==> config.mk <==
export PLATFORM = sky130hd
export DESIGN_NAME = uudecode_line_decoder_top
export DESIGN_NICKNAME = d
export VERILOG_FILES = /design/src/hdl/uudl_pkg.sv /design/src/hdl/uudl_front.sv /design/src/hdl/uudl_queue.sv /design/src/hdl/uudl_back.sv /design/src/hdl/uudecode_line_decoder_top.sv
export VERILOG_INCLUDE_DIRS = /design/src /design/src/hdl
export SDC_FILE = /design/constraint.sdc
export NUM_CORES = 1
export LEC_CHECK = 0
export ABC_CLOCK_PERIOD_IN_PS = 11000
export BUFFER_PORTS_ARGS = -buffer_cell sky130_fd_sc_hd__buf_2
export CAP_MARGIN = 10
export CORE_MARGIN = 8
export CORE_UTILIZATION = 44
export CTS_BUF_LIST = sky130_fd_sc_hd__clkbuf_4 sky130_fd_sc_hd__clkbuf_8
export DETAILED_ROUTE_END_ITERATION = 12
export MAX_ROUTING_LAYER = met4
export PLACE_DENSITY = 0.62
export SETUP_SLACK_MARGIN = 0.15
export SYNTH_ARGS = -nofsm -noshare
export SYNTH_HDL_FRONTEND = slang
export SYNTH_SLANG_ARGS = --single-unit
==> constraint.sdc <==
create_clock -name clk_i -period 11 [get_ports clk_i]
set_input_delay 1.65 -clock clk_i [delete_from_list [all_inputs] [get_ports clk_i]]
set_output_delay 1.65 -clock clk_i [all_outputs]
set_load 0.01 [all_outputs]
==> src/hdl/uudecode_line_decoder_top_defines.svh <==
// Assertion macros for the uudecode line decoder.
// Included by the top level; relies on clk_i and rst_ni being in scope.
`ifndef UUDECODE_LINE_DECODER_TOP_DEFINES_SVH
`define UUDECODE_LINE_DECODER_TOP_DEFINES_SVH

// Same-cycle implication, checked outside reset.
`define UUDL_ASSERT_NOW(lbl, ante, cons, msg) \
  lbl: assert property (@(posedge clk_i) disable iff (!rst_ni) (ante) |-> (cons)) \
    else $error(msg);

// Next-cycle implication, checked outside reset.
`define UUDL_ASSERT_NEXT(lbl, ante, cons, msg) \
  lbl: assert property (@(posedge clk_i) disable iff (!rst_ni) (ante) |=> (cons)) \
    else $error(msg);

`endif

==> src/hdl/uudl_pkg.sv <==
// Shared types and constants of the uudecode line decoder.
// Used by the front, the queue, the back and the top level.
package uudl_pkg;

  localparam int unsigned QueueDepth = 4;

  localparam logic [7:0] CapacityReset = 8'd255;
  localparam logic [7:0] CharFirst     = 8'h21;  // '!'
  localparam logic [7:0] CharBackquote = 8'h60;  // '`', also the last valid char
  localparam logic [7:0] CharOffset    = 8'd32;

  localparam logic [1:0] StatusGood  = 2'd0;
  localparam logic [1:0] StatusEof   = 2'd1;
  localparam logic [1:0] StatusError = 2'd2;

  localparam logic KindData   = 1'b0;
  localparam logic KindStatus = 1'b1;

  // Work for the back end: an optional data byte followed by an optional status.
  typedef struct packed {
    logic       has_byte;
    logic [7:0] data_byte;
    logic       has_status;
    logic [1:0] status;
    logic [5:0] length;
  } rec_t;

endpackage

==> src/hdl/uudl_front.sv <==
// Front end: tracks line state and turns each character into a result record.
// Depends on uudl_pkg.
module uudl_front (
  input  logic                clk_i,
  input  logic                rst_ni,
  input  logic                accept_i,
  input  logic [7:0]          line_char_i,
  input  logic                line_end_i,
  input  logic [7:0]          capacity_i,
  output logic                push_o,
  output uudl_pkg::rec_t      rec_o
);

  localparam logic [2:0] PhLength = 3'd0;
  localparam logic [2:0] PhGroup  = 3'd1;
  localparam logic [2:0] PhDone   = 3'd2;
  localparam logic [2:0] PhEof    = 3'd3;
  localparam logic [2:0] PhError  = 3'd4;

  logic [2:0] phase_q, phase_d;
  logic [5:0] expected_q, expected_d;
  logic [5:0] produced_q, produced_d;
  logic [1:0] gpos_q, gpos_d;
  logic [5:0] held_q, held_d;

  logic       char_ok;
  logic [7:0] char_off;
  logic [5:0] six;
  logic [5:0] produced_inc;
  logic       emit_ok;
  uudl_pkg::rec_t rec;

  assign char_ok      = (line_char_i >= uudl_pkg::CharFirst) &&
                        (line_char_i <= uudl_pkg::CharBackquote);
  assign char_off     = line_char_i - uudl_pkg::CharOffset;
  assign six          = char_off[5:0];
  assign emit_ok      = produced_q < expected_q;
  assign produced_inc = produced_q + 6'd1;

  always_comb begin
    phase_d    = phase_q;
    expected_d = expected_q;
    produced_d = produced_q;
    gpos_d     = gpos_q;
    held_d     = held_q;
    rec        = '0;

    unique case (phase_q)
      PhLength: begin
        if (line_char_i == uudl_pkg::CharBackquote) begin
          phase_d = PhEof;
        end else if (!char_ok || ({2'b00, six} > capacity_i)) begin
          phase_d = PhError;
        end else begin
          expected_d = six;
          produced_d = '0;
          gpos_d     = '0;
          phase_d    = PhGroup;
        end
      end
      PhGroup: begin
        if (!char_ok) begin
          phase_d = PhError;
        end else begin
          unique case (gpos_q)
            2'd0: gpos_d = 2'd1;
            2'd1: begin
              rec.data_byte = {held_q, six[5:4]};
              gpos_d        = 2'd2;
            end
            2'd2: begin
              rec.data_byte = {held_q[3:0], six[5:2]};
              gpos_d        = 2'd3;
            end
            default: begin
              rec.data_byte = {held_q[1:0], six};
              gpos_d        = 2'd0;
            end
          endcase
          // only bytes the count asks for leave the block
          if (gpos_q != 2'd0 && emit_ok) begin
            rec.has_byte = 1'b1;
            produced_d   = produced_inc;
          end
          if (gpos_q == 2'd3 && produced_d >= expected_q) begin
            phase_d = PhDone;
          end
          held_d = six;
        end
      end
      default: ;
    endcase

    if (!rec.has_byte) begin
      rec.data_byte = '0;
    end

    if (line_end_i) begin
      rec.has_status = 1'b1;
      priority if (phase_d == PhDone) begin
        rec.status = uudl_pkg::StatusGood;
        rec.length = expected_d;
      end else if (phase_d == PhEof) begin
        rec.status = uudl_pkg::StatusEof;
      end else begin
        rec.status = uudl_pkg::StatusError;
      end
      phase_d    = PhLength;
      expected_d = '0;
      produced_d = '0;
      gpos_d     = '0;
      held_d     = '0;
    end
  end

  always_ff @(posedge clk_i or negedge rst_ni) begin
    if (!rst_ni) begin
      phase_q    <= PhLength;
      expected_q <= '0;
      produced_q <= '0;
      gpos_q     <= '0;
      held_q     <= '0;
    end else if (accept_i) begin
      phase_q    <= phase_d;
      expected_q <= expected_d;
      produced_q <= produced_d;
      gpos_q     <= gpos_d;
      held_q     <= held_d;
    end
  end

  assign push_o = accept_i && (rec.has_byte || rec.has_status);
  assign rec_o  = rec;

endmodule

==> src/hdl/uudl_queue.sv <==
// Short register queue of result records between front and back.
// Depends on uudl_pkg.
module uudl_queue #(
  parameter int unsigned Depth = uudl_pkg::QueueDepth
) (
  input  logic                       clk_i,
  input  logic                       rst_ni,
  input  logic                       push_i,
  input  uudl_pkg::rec_t             push_rec_i,
  input  logic                       pop_i,
  output logic                       valid_o,
  output uudl_pkg::rec_t             head_o,
  output logic                       full_o,
  output logic [$clog2(Depth+1)-1:0] count_o
);

  localparam int unsigned PtrW = (Depth > 1) ? $clog2(Depth) : 1;
  localparam int unsigned CntW = $clog2(Depth + 1);

  uudl_pkg::rec_t slots_q [Depth];
  logic [PtrW-1:0] wr_ptr_q, rd_ptr_q;
  logic [CntW-1:0] count_q, count_d;

  always_ff @(posedge clk_i) begin
    if (push_i) begin
      slots_q[wr_ptr_q] <= push_rec_i;
    end
  end

  always_ff @(posedge clk_i or negedge rst_ni) begin
    if (!rst_ni) begin
      wr_ptr_q <= '0;
      rd_ptr_q <= '0;
      count_q  <= '0;
    end else begin
      if (push_i) begin
        wr_ptr_q <= (wr_ptr_q == PtrW'(Depth - 1)) ? '0 : wr_ptr_q + 1'b1;
      end
      if (pop_i) begin
        rd_ptr_q <= (rd_ptr_q == PtrW'(Depth - 1)) ? '0 : rd_ptr_q + 1'b1;
      end
      count_q <= count_d;
    end
  end

  always_comb begin
    count_d = count_q;
    if (push_i && !pop_i) begin
      count_d = count_q + 1'b1;
    end else if (pop_i && !push_i) begin
      count_d = count_q - 1'b1;
    end
  end

  assign valid_o = count_q != '0;
  assign full_o  = count_q == CntW'(Depth);
  assign head_o  = slots_q[rd_ptr_q];
  assign count_o = count_q;

endmodule

==> src/hdl/uudl_back.sv <==
// Back end: holds one record and hands out its byte, then its status.
// Depends on uudl_pkg.
module uudl_back (
  input  logic           clk_i,
  input  logic           rst_ni,
  input  logic           q_valid_i,
  input  uudl_pkg::rec_t q_head_i,
  output logic           q_pop_o,
  output logic           out_valid_o,
  input  logic           out_ready_i,
  output logic           out_kind_o,
  output logic [15:0]    out_data_o,
  output logic           out_last_o
);

  uudl_pkg::rec_t cur_q, cur_d;
  logic show_byte, last_piece, out_fire, pop;

  assign show_byte   = cur_q.has_byte;
  assign out_valid_o = cur_q.has_byte || cur_q.has_status;
  assign last_piece  = !(cur_q.has_byte && cur_q.has_status);
  assign out_fire    = out_valid_o && out_ready_i;
  assign pop         = q_valid_i && (!out_valid_o || (out_fire && last_piece));

  always_comb begin
    cur_d = cur_q;
    if (pop) begin
      cur_d = q_head_i;
    end else if (out_fire) begin
      // drop the piece just taken
      cur_d.has_byte = 1'b0;
      if (last_piece) begin
        cur_d.has_status = 1'b0;
      end
    end
  end

  always_ff @(posedge clk_i or negedge rst_ni) begin
    if (!rst_ni) begin
      cur_q <= '0;
    end else begin
      cur_q <= cur_d;
    end
  end

  assign q_pop_o    = pop;
  assign out_kind_o = show_byte ? uudl_pkg::KindData : uudl_pkg::KindStatus;
  assign out_last_o = !show_byte;
  assign out_data_o = show_byte ? {6'd0, 2'd0, cur_q.data_byte}
                                : {cur_q.length, cur_q.status, 8'd0};

endmodule

==> src/hdl/uudecode_line_decoder_top.sv <==
// Top level of the uudecode line decoder: stream ports, APB register, assertions.
// Depends on uudl_pkg, uudl_front, uudl_queue, uudl_back and the defines header.
//
//   channel   dir  tdata                         tuser  tlast
//   s_axis    in   line_char                     -      line_end
//   m_axis    out  data_byte, status, length     kind   last
//   apb       in   out_capacity at byte addr 0   -      -
//
// One character is taken per cycle while the result queue has room.
// The output side moves one result per cycle while m_axis_tready is high: a character that
// gives a byte and a status yields two results there; the queue (QueueDepth records) absorbs them.
// An accepted character's record is registered in the queue, then in the back end's record register.
// Reset is asynchronous and clears line state, queue and output; no clearing pass.
`include "uudecode_line_decoder_top_defines.svh"

module uudecode_line_decoder_top #(
  parameter int unsigned QueueDepth = uudl_pkg::QueueDepth
) (
  input  logic        clk_i,
  input  logic        rst_ni,
  input  logic        s_axis_tvalid,
  output logic        s_axis_tready,
  input  logic [7:0]  s_axis_tdata,   // [7:0] line_char
  input  logic        s_axis_tlast,
  output logic        m_axis_tvalid,
  input  logic        m_axis_tready,
  output logic [15:0] m_axis_tdata,   // [7:0] data_byte, [9:8] status, [15:10] decoded_length
  output logic        m_axis_tuser,   // [0] kind
  output logic        m_axis_tlast,
  input  logic        psel,
  input  logic        penable,
  input  logic        pwrite,
  input  logic [2:0]  paddr,
  input  logic [31:0] pwdata,
  output logic [31:0] prdata,
  output logic        pready
);

  localparam logic RegCapacity = 1'b0;

  logic [7:0] capacity_q;
  logic       in_accept;
  logic       push, pop, q_valid, q_full;
  logic [$clog2(QueueDepth+1)-1:0] q_count;
  uudl_pkg::rec_t push_rec, head_rec;

  assign pready = 1'b1;

  always_ff @(posedge clk_i or negedge rst_ni) begin
    if (!rst_ni) begin
      capacity_q <= uudl_pkg::CapacityReset;
    end else if (psel && penable && pwrite && pready && (paddr[2] == RegCapacity)) begin
      capacity_q <= pwdata[7:0];
    end
  end

  assign prdata = (paddr[2] == RegCapacity) ? {24'd0, capacity_q} : 32'd0;

  assign s_axis_tready = !q_full;
  assign in_accept     = s_axis_tvalid && s_axis_tready;

  uudl_front u_front (
    .clk_i       (clk_i),
    .rst_ni      (rst_ni),
    .accept_i    (in_accept),
    .line_char_i (s_axis_tdata),
    .line_end_i  (s_axis_tlast),
    .capacity_i  (capacity_q),
    .push_o      (push),
    .rec_o       (push_rec)
  );

  uudl_queue #(
    .Depth (QueueDepth)
  ) u_queue (
    .clk_i      (clk_i),
    .rst_ni     (rst_ni),
    .push_i     (push),
    .push_rec_i (push_rec),
    .pop_i      (pop),
    .valid_o    (q_valid),
    .head_o     (head_rec),
    .full_o     (q_full),
    .count_o    (q_count)
  );

  uudl_back u_back (
    .clk_i       (clk_i),
    .rst_ni      (rst_ni),
    .q_valid_i   (q_valid),
    .q_head_i    (head_rec),
    .q_pop_o     (pop),
    .out_valid_o (m_axis_tvalid),
    .out_ready_i (m_axis_tready),
    .out_kind_o  (m_axis_tuser),
    .out_data_o  (m_axis_tdata),
    .out_last_o  (m_axis_tlast)
  );

  `UUDL_ASSERT_NOW(a_status_is_last,
                   m_axis_tvalid && (m_axis_tuser == uudl_pkg::KindStatus),
                   m_axis_tlast && (m_axis_tdata[7:0] == 8'd0),
                   "status result without tlast or with byte bits")
  `UUDL_ASSERT_NOW(a_byte_not_last,
                   m_axis_tvalid && (m_axis_tuser == uudl_pkg::KindData),
                   !m_axis_tlast && (m_axis_tdata[15:8] == 8'd0),
                   "data result with tlast or status bits")
  `UUDL_ASSERT_NEXT(a_line_end_queued,
                    in_accept && s_axis_tlast,
                    q_count != '0,
                    "line end did not queue a status")

endmodule
==> qor.yml <==
timing:
  setup_violations: 0
  worst_slew_pin_slew_ns: 0.968
  max_freq_mhz: 235
  finalCriticalPeriod_ns: 4.25
  slew_headroom: 0.355
  skew_ns: 0.00871
  period_share: 0.387
  finalHoldViolCount: 0
  finalSetupTns_ns: 0
  rsz0062_at_grt: "no"
  maxSlewViolCount: 0
setup_path:
  crit_path_end_kind: "flop"
  worstPathCellList: "ha_1, a21o_1, a211o_1, a41oi_4, nand4_4, or2_4, xnor2_1, ha_1, nand4_1, o2bb2ai_1, nand3_1, a21oi_1, o2111ai_1, nor2_1"
  path_common_cell: "ha_1"
  r2r_end: "u_queue.slots_q[2][4]"
  slowest_stage: "dfrtp_1"
  worstPathRequired_ns: 11.24
  start_kind: "flop"
  cpPeakStageDelay_ns: 0.44
  r2r_slack_ns: 6.75
  worst-path-max-fanout: 8
  worst-setup-path-type: "flop to flop"
  cp.arrival_ns: 4.49
  r2r-start: "u_front.produced_q[4]"
  reg2regPathDepth: 14
grt:
  grtUsageMet3: 0.0485
  busiest_layer: "met2"
  grt_max_degree: 57
  grt_overflow: 0
  grt_use_met2: 0.221
  antenna_found_initial: 0
  grt_usage: 0.149
  met1_usage: 0.189
  grt_pass1_vias: 4043
  grt_pass1_wl_um: 20700
synthesis:
  syn_area_per_cell_um2: 13.1
  synth.top_cell.area_share: 0.336
  synth.distinct_cells: 60
  yosys_register_bits: 128
  yosysTopAreaCell: "edfxtp_1"
  synth_ff_type: "edfxtp_1"
  netlist_area_um2: 6430
  yosysSeqAreaShare: 0.556
  postSynthCellCount: 490
  synthArstFlopShare: 0.438
  synth.area.top_cells: "edfxtp_1, dfrtp_1, mux4_2"
  synth_warnings: 0
  synth-edff-count: 72
clocking:
  htreeDepth: 4
  cts-root-buf: "clkbuf_8"
  post_cts_resized: 0
  cts_buffers: 17
  cts_tree: "built"
  clock-sinks: 128
  cts_hold_repair.buffers: 0
  clock_latency_ns: 0.44
  cts_setup_buffers: 0
  cts_buffer_depth: 2
  clk_pin_slew_worst_paths_ns: 0.07
outcome:
  outcome: "finished clean"
routing:
  wl_um: 13000
  drtIter0Drc: 206
  drc: 0
  dr.pass1.iters: 5
  wire_per_inst_um: 17.6
  post_drt_via_cell_ratio: 5.31
  vias: 3939
  ant_nets: 0
final_layout:
  drive_gt1_frac: 0.285
  n_antenna_cell: 0
  mostFrequentLayoutCells: "edfxtp_1, buf_2, dfrtp_1"
  final_cell_area_um2: 7220
  synthToLayoutAreaGrowth_pct: 12.3
  layout_commonest_cell: "edfxtp_1"
  fin_nets: 625
  final-instance-count-excl-fill: 742
placed_design:
  place_congestion: 0.918
  io_buffers: 52
  dp_hpwl_um: 9000
  dpl.cell_count: 710
  placed_area_um2: 6770
floorplan:
  pin_count: 104
  coreArea_um2: 14400
  die_x_um: 137
  num_rows: 44
  die_y_um: 137
  dieArea_um2: 18700
  start_util: 0.446
power_and_ir_drop:
  power_uw: 1630
  ir_drop_uv: 73.0
  p_leak_uw: 0.00301
  p_per_area_nw_per_um2: 226
job:
  maxCapViolations: 0
hold_path:
  min_to: "u_back.cur_q[2]"
  min_from: "u_back.cur_q[2]"
  hp-class: "flop to flop"
  hold_path_depth: 1
worst max-delay path: cells and delay by family (launching register included):
kind	cells	cell delay [ns]
AOI/OAI and AO/OA	6	1.77
and+or+nand+nor	5	1.02
adders and majority gates	2	0.68
DFF	1	0.44
xor gates and xnor gates	1	0.13
state kept, by name, indices dropped and copies added (netlist names), 3 cells and up:
| name | cells |
|---|---|
| u_queue.count_o | 3 |
| u_front.phase_q | 3 |
| u_front.produced_q | 6 |
| u_front.expected_q | 6 |
| u_queue.slots_q | 72 |
| capacity_q | 8 |
| u_front.held_q | 6 |
| u_back.cur_q | 17 |
worst max-delay path by stage:
stage | start | to | slack [ns] | cells after the start
after floorplan | s_axis_tdata[0] | u_queue.count_o[2] | 7.04 | 12
final | u_front.produced_q[4] | u_queue.slots_q[2][4] | 6.75 | 14
after global routing | u_front.expected_q[4] | u_queue.slots_q[1][4] | 6.45 | 15
after detailed placement | s_axis_tdata[4] | u_queue.slots_q[3][16] | 6.38 | 8
after global placement | s_axis_tdata[4] | u_queue.slots_q[0][13] | 6.50 | 8
after CTS | u_front.produced_q[4] | u_queue.slots_q[2][4] | 6.77 | 14
stage by stage:
step,hold slack (ns),setup WS (ns),util
floorplan,0.467,7.04,-
global placement,0.482,6.50,0.470
detailed placement,0.493,6.38,0.470
CTS,0.510,6.77,0.501
global route,0.522,6.45,0.501
finish,0.503,6.75,0.501
cell usage after synthesis (3+ instances only):
master	instances
a22o_1	8
a31oi_1	5
nand2_1	24
edfxtp_1	72
buf_1	4
a21o_1	4
o22ai_1	4
nor2b_1	15
mux2i_1	8
clkbuf_1	12
ha_1	28
a21oi_1	18
inv_1	24
dfstp_2	8
o21a_1	3
buf_4	27
nand3_1	9
a22oi_1	7
o21ai_0	11
mux2_2	33
nor2_1	34
dfrtp_1	48
mux4_2	18
and2_1	12
nor3_1	5
xnor2_1	6
power breakdown:
part,switching [uW],internal (uW)
registers,72.7,608
clock network,191,263
logic,247,250
total,511,1120
metal layers:
| layer | up-vias | part of all wire | routed length (um) |
|---|---|---|---|
| met1 | 1932 | 0.47 | 6110 |
| met4 | 0 | 0.011 | 148 |
| li1 | 1863 | - | - |
| met2 | 130 | 0.47 | 6090 |
| met3 | 14 | 0.053 | 693 |
| met5 | - | 0 | 0 |
logic make-up after synthesis:
family                     count (synthesis)  synth area share
muxes                                     59             0.133
other                                      2           0.00117
adders and majority gates                 30            0.0592
and+or+nand+nor                          119            0.0983
DFF                                      128             0.556
buffers and inverters                     67            0.0549
xor gates and xnor gates                   8            0.0109
AOI/OAI and AO/OA                         77            0.0866
area by class of cell:
class | instances | area [um2]
Timing Repair Buffer | 56 | 290
Inverter | 24 | 90.1
Clock inverter | 12 | 180
Multi-Input combinational cell | 318 | 2590
Fill cell | 1260 | 7200
Tap cell | 184 | 230
Sequential cell | 128 | 3570
Clock buffer | 20 | 269
Power figures use the tool's default switching activity.
